### src/design/prime_factor_table_engine_top_assert.svh
// Assertion macros for the sieve engine.
// Depends on nothing; included by modules that carry concurrent checks.
`ifndef PRIME_FACTOR_TABLE_ENGINE_TOP_ASSERT_SVH
`define PRIME_FACTOR_TABLE_ENGINE_TOP_ASSERT_SVH
`ifndef SYNTHESIS
`define PFTE_ASSERT_SAME(lbl, clk, rstn, ante, cons) \
  lbl: assert property (@(posedge clk) disable iff (!(rstn)) (ante) |-> (cons)) \
    else $error("pfte same-cycle check failed");
`define PFTE_ASSERT_NEXT(lbl, clk, rstn, ante, cons) \
  lbl: assert property (@(posedge clk) disable iff (!(rstn)) (ante) |=> (cons)) \
    else $error("pfte next-cycle check failed");
`else
`define PFTE_ASSERT_SAME(lbl, clk, rstn, ante, cons)
`define PFTE_ASSERT_NEXT(lbl, clk, rstn, ante, cons)
`endif
`endif

### src/design/pfte_ram.sv
// Generic simple dual-port RAM: one write port, one read port, registered read.
// No dependencies.
module pfte_ram #(
  parameter int unsigned WIDTH = 8,
  parameter int unsigned DEPTH = 16
) (
  input  logic                     clk_i,
  input  logic                     we_i,
  input  logic [$clog2(DEPTH)-1:0] waddr_i,
  input  logic [WIDTH-1:0]         wdata_i,
  input  logic                     re_i,
  input  logic [$clog2(DEPTH)-1:0] raddr_i,
  output logic [WIDTH-1:0]         rdata_o
);

  logic [WIDTH-1:0] mem_q [DEPTH];
  logic [WIDTH-1:0] rdata_q;

  always_ff @(posedge clk_i) begin
    if (we_i) begin
      mem_q[waddr_i] <= wdata_i;
    end
    if (re_i) begin
      rdata_q <= mem_q[raddr_i];
    end
  end

  assign rdata_o = rdata_q;

endmodule

### config.mk
export PLATFORM = sky130hd
export DESIGN_NAME = pfte_ram
export DESIGN_NICKNAME = d
export VERILOG_FILES = /design/src/design/prime_factor_table_engine_top_assert.svh /design/src/design/pfte_ram.sv
export SDC_FILE = /design/constraint.sdc
export NUM_CORES = 1
export LEC_CHECK = 0
export ABC_AREA = 1
export BUFFER_PORTS_ARGS = -buffer_cell sky130_fd_sc_hd__buf_2
export CAP_MARGIN = 10
export CORE_UTILIZATION = 55
export CTS_BUF_LIST = sky130_fd_sc_hd__clkbuf_8
export CTS_CLUSTER_SIZE = 20
export DETAILED_ROUTE_END_ITERATION = 10
export PLACE_DENSITY_LB_ADDON = 0.08
export SLEW_MARGIN = 5
export SYNTH_ARGS = -nofsm -noshare
export SYNTH_HDL_FRONTEND = slang
export SYNTH_SLANG_ARGS = --single-unit
### constraint.sdc
create_clock -name clk_i -period 1.1 [get_ports clk_i]
set_clock_uncertainty 0.15 [all_clocks]
set_input_delay 0.055 -clock clk_i [delete_from_list [all_inputs] [get_ports clk_i]]
set_output_delay 0.055 -clock clk_i [all_outputs]
set_load 0.01 [all_outputs]
==> impl_results.md, run 1 <==
* Minimum hold slack at 76.4 ps
* Cells after synthesis at 551
* Post-synthesis sequential area ratio at 0.698
* Row count at 37
* Max FO, Critical Path at 1
* Max incr delay on CP at 380 ps
* Period utilization at 1.12
* DRT iter0 DRCs at 273
* Ratio of cells with drive above 1 in the final layout at 0.209
* # diodes at 0
* Syn nets at 570
* FMAX at 813 MHz
* Num ports at 27
* CTS root buf: clkbuf_8
* Number of port buffers at 26
* Effective utilization at floorplan at 0.566
* RSZ-0062 raised after global routing: true
* Final Critical Period at 1230 ps
* Critical path capture point type: register
* Via count at 3887
* VDD IR max at 1.03 mV
* Dominant cells by area after synthesis: edfxtp_1, nand2_1, nand3_1, inv_1, buf_6
* Commonest non-fill, non-tap cell in the layout: nand2_1
* Ys Warns at 0
* Clock Latency Late Sink at 420 ps
* Synth Register Bits at 136
* Clock Path Buffers at 2
* Post-Route WL at 13.2 mm
* Clk sinks at 136
* Worst path top cell family by delay: simple AND/OR/NAND/NOR gates
* WP buf/inv at 1
* Most frequent cells in the layout: nand2_1, edfxtp_1, inv_1
* GRT Overall Usage at 0.257
* Area grow syn2layout at 19.4%
* Failing checks: negative setup slack
* Crit path launch type: register
* Setup WS post-layout at -130 ps
* Synth Area in Simple Gates at 0.208
* Max-Cap Viols at 0
* Avg WL per Cell at 17.4 um
* Largest family of logic cells by synthesized area: simple AND/OR/NAND/NOR gates
* Pwr dens at 1470 nW/um^2
* Setup slack, reg-to-reg at -130 ps
* Non-filler cells, final at 763
* Total global routing overflow at 0
* Core Region at 10300 sq um
* # setup viols final at 16
* Pre-CTS WS at -311 ps
* Cells after DPL at 720
* Slew @ Worst Pin at 442 ps
* CP max-delay cell: edfxtp_1
* Max Slew Vio Count at 0
* Area share of fa/ha/maj cells after synthesis at 0
* Synth top area share at 0.698
* Synth area leader: edfxtp_1
* Critical path, cell by cell: inv_1, nand2_1, nand3_2, nand3_2, nand3_2, nand2_2
* DIE WIDTH at 105 um
* Post-CTS Setup Bufs at 0
* Status: complete, but fails checks
* Drt pass-1 iters at 5
* Initial antenna violation count at 0
* Drt via density at 5.09
* Hold WC Path Type: in2reg
* Die H at 105 um
* Vias in the first global route at 3667
* ANT nets after route at 0
* Final Hold Fails at 0
* Mapped Avg Cell Area at 10.6 sq um
* Clock slew at reported path FFs at 80 ps
* DR DRC count at 0
* Compound-Gate Fraction of Synth Area at 0
* H-tree levels at 4
* Pin count of the biggest net entering global routing at 35
* Full die area at 11000 sq um
* CTS tree: yes
* Detailed Place HPWL at 8.21 mm
* Critical path type: reg2reg
* RePlAce Congestion at 0.833
* # nets final at 633
* First-pass GRT wire length at 20.4 mm
* Worst Path Arrival at 1270 ps
* Mapped Area at 5850 sq um
* CTS Buf Count at 17
* Relative slew slack at 0.705
* Critical path required time at 1140 ps
* Xor/xnor share of the synthesized area at 0
* Leakage at 3.04 nW
* Most frequent CP cell: nand3_2
* Number of distinct library cells after synthesis at 11
* Mux cell area share after synthesis at 0
tightest hold or removal path: cells and delay by family:
| family | cells | cell delay, ps |
|---|---|---|
| AND/OR/NAND/NOR | 2 | 230 |
| buffers and inverters | 2 | 250 |
layout make-up:
cell class	instances	area, sq um
flip-flops and latches	136	4080
fillers	791	3340
multi-input cells	289	1430
repair buffers	68	579
inverters	102	383
clock buffers	17	234
well taps	136	170
clock inverters	15	97.6
flip-flops by register name, indices dropped and copies added (netlist names):
name,cells
mem_q,128
rdata_o,8
where the power goes:
part / internal (mW) / switching (mW) / leakage (nW)
logic: 0.304 / 0.568 / 1.62
registers: 5.83 / 0.0325 / 1.24
clock network: 1.71 / 1.80 / 0.186
total: 7.84 / 2.40 / 3.04
routing by layer:
| layer | share of wire | wire [um] | vias up | track usage |
|---|---|---|---|---|
| li1 | - | - | 1904 | - |
| met2 | 0.48 | 6380 | 152 | 0.404 |
| met5 | 0 | 0 | - | 0 |
| met3 | 0.077 | 1030 | 17 | 0.0643 |
| met4 | 0.013 | 176 | 0 | 0.0845 |
| met1 | 0.43 | 5660 | 1814 | 0.353 |
synth_stat cells:
cell	n
nor2_1	17
edfxtp_1	136
nand3_1	97
nand2_1	173
nand3b_1	2
buf_2	13
buf_6	6
buf_1	1
inv_2	2
inv_1	100
buf_4	4
timing repair:
item | 4_1_cts | 5_1_grt
pin swaps | 24 | 18
setup endpoints to repair | 16 | 16
gates resized for setup | 35 | 8
gates cloned | 0 | 0
hold buffers | 11 | 0
hold endpoints to repair | 138 | 0
logic make-up after synthesis:
group / Yosys count
flip-flops: 136
buffers and inverters: 126
AND/OR/NAND/NOR: 289
through the flow:
step / total power, mW / utilization / setup TNS [ps] / cell area, sq um
2_1_floorplan: 6.40 / - / -4760 / 5860
3_3_place_gp: 6.74 / 0.613 / -12500 / 6330
3_5_place_dp: 6.75 / 0.613 / -13170 / 6330
4_1_cts: 10.3 / 0.673 / -1530 / 6940
5_1_grt: 10.6 / 0.676 / -2270 / 6980
6_report: 10.2 / 0.676 / -1390 / 6980
final timing paths:
check,startpoint,end,depth (start not counted)
min,we_i,mem_q[0][7]$_DFFE_PP_,4
min reg2reg,mem_q[12][2]$_DFFE_PP_,rdata_o[2]$_DFFE_PP_,6
max reg2reg,mem_q[4][3]$_DFFE_PP_,rdata_o[3]$_DFFE_PP_,6
max,mem_q[4][3]$_DFFE_PP_,rdata_o[3]$_DFFE_PP_,6
Note: power is estimated with default switching activity, not from simulation.
==> run 2, diff against run 1 <==
--- a/config.mk
+++ b/config.mk
@@ -8,6 +8,7 @@
 export ABC_AREA = 1
 export BUFFER_PORTS_ARGS = -buffer_cell sky130_fd_sc_hd__buf_2
 export CAP_MARGIN = 10
+export CORE_ASPECT_RATIO = 0.5
 export CORE_UTILIZATION = 55
 export CTS_BUF_LIST = sky130_fd_sc_hd__clkbuf_8
 export CTS_CLUSTER_SIZE = 20
==> impl_results.md, run 2 (synthesis results as in run 1) <==
* Hold WC Path Type: in2reg
* CP max-delay cell: edfxtp_1
* VDD IR max at 1.09 mV
* Clk sinks at 136
* Critical path type: reg2out
* Num ports at 27
* Ratio of cells with drive above 1 in the final layout at 0.244
* Worst path top cell family by delay: flip-flops
* CTS root buf: clkbuf_8
* M2 GR Usage at 0.397
* Critical path capture point type: output port
* FF-to-FF Start: mem_q[2][1]$_DFFE_PP_
* Slew @ Worst Pin at 486 ps
* Max incr delay on CP at 480 ps
* Drt pass-1 iters at 7
* DR DRC count at 0
* Max FO, Critical Path at 1
* RSZ-0062 raised after global routing: true
* Pin count of the biggest net entering global routing at 37
* GRT Overall Usage at 0.281
* Critical path required time at 890 ps
* Commonest non-fill, non-tap cell in the layout: nand2_1
* Row count at 26
* Full die area at 11100 sq um
* RePlAce Congestion at 0.803
* # nets final at 641
* DRT iter0 DRCs at 510
* Minimum hold slack at 88.0 ps
* GR Layer Usage met3 at 0.0679
* Max-Cap Viols at 0
* Top reg by flops: mem_q
* Relative slew slack at 0.676
* Vias in the first global route at 3822
* Max Slew Vio Count at 0
* ANT nets after route at 0
* Avg WL per Cell at 18.2 um
* Effective utilization at floorplan at 0.569
* Drt via density at 5.25
* DIE WIDTH at 148 um
* Pre-CTS WS at -354 ps
* Post-CTS Setup Bufs at 0
* CTS Buf Count at 17
* Setup TNS at -1620 ps
* Worst min-delay path endpoint: rdata_o[6]$_DFFE_PP_
* Finished Cell Area at 7140 sq um
* Pwr dens at 1510 nW/um^2
* Max reg flops at 128
* Clock Latency Late Sink at 430 ps
* Setup WS post-layout at -193 ps
* Via count at 4072
* Die H at 74.9 um
* Critical path, cell by cell: buf_2
* Setup slack, reg-to-reg at -140 ps
* Final Critical Period at 1290 ps
* Failing checks: negative setup slack
* Worst Path Arrival at 1090 ps
* Number of port buffers at 26
* HP Start: raddr_i[1]
* Cells on worst reg2reg path at 6
* # setup viols final at 16
* Area post-placement at 6400 sq um
* Status: complete, but fails checks
* CTS tree: yes
* Leakage at 3.09 nW
* WP buf/inv at 1
* Initial antenna violation count at 0
* Clock slew at reported path FFs at 70 ps
* Most frequent cells in the layout: nand2_1, edfxtp_1, inv_1
* Area grow syn2layout at 22.1%
* # diodes at 0
* Post-Route WL at 14.1 mm
* Core Region at 10300 sq um
* Total global routing overflow at 0
* Worst hold path depth at 5
* FMAX at 773 MHz
* Gr busiest metal: met1
* H-tree levels at 4
* First-pass GRT wire length at 21.7 mm
* Critical R2R Capture: rdata_o[1]$_DFFE_PP_
* Final Hold Fails at 0
* Crit path launch type: register
* Period utilization at 1.18
* Met1 GRT Util at 0.429
* Clock Path Buffers at 2
* Detailed Place HPWL at 8.88 mm
## run 2: through the flow
step | instances | total power [mW] | utilization
3_3_place_gp | 733 | 6.77 | 0.622
4_1_cts | 775 | 10.8 | 0.685
3_5_place_dp | 733 | 6.78 | 0.622
6_report | 775 | 10.8 | 0.694
5_1_grt | 775 | 11.2 | 0.694
2_1_floorplan | 551 | 6.40 | -
## run 2: area by class of cell
| class | count | area (sq um) |
|---|---|---|
| clock buffers | 17 | 234 |
| repair buffers | 76 | 631 |
| fillers | 752 | 3140 |
| inverters | 102 | 383 |
| multi-input cells | 289 | 1480 |
| well taps | 140 | 175 |
| flip-flops and latches | 136 | 4080 |
| clock inverters | 15 | 154 |
## run 2: worst reg2reg max path, delay by kind of cell (launching register included)
family | cells | cell delay (ps)
DFF | 1 | 370
and+or+nand+nor | 6 | 490
## run 2: power by group
part / total [mW] / switching, mW / internal, mW / leakage, nW
clock: 4.02 / 2.00 / 2.02 / 0.194
combinational: 0.927 / 0.605 / 0.322 / 1.66
sequential: 5.87 / 0.0362 / 5.83 / 1.24
## run 2: worst max path at each step
stage               cells past startpoint                     end                  from
detailed placement                      8    rdata_o[4]$_DFFE_PP_            raddr_i[0]
global route                            1              rdata_o[1]  rdata_o[1]$_DFFE_PP_
floorplan                               2  mem_q[11][0]$_DFFE_PP_            waddr_i[2]
CTS                                     1              rdata_o[1]  rdata_o[1]$_DFFE_PP_
global placement                        8    rdata_o[3]$_DFFE_PP_            raddr_i[0]
finish                                  1              rdata_o[1]  rdata_o[1]$_DFFE_PP_
## run 2: repair_timing
item / in CTS / in global routing
gates cloned: 0 / 0
hold endpoints to repair: 144 / 0
hold buffers: 10 / 0
endpoints found under the setup margin: 16 / 16
pin swaps: 22 / 21
resized for setup: 32 / 22
## run 2: routing by layer
layer  vias to the layer above  share of wire
met4                         0         0.0080
met3                        12          0.089
li1                       1921              -
met5                         -              0
met1                      1951           0.47
met2                       188           0.43
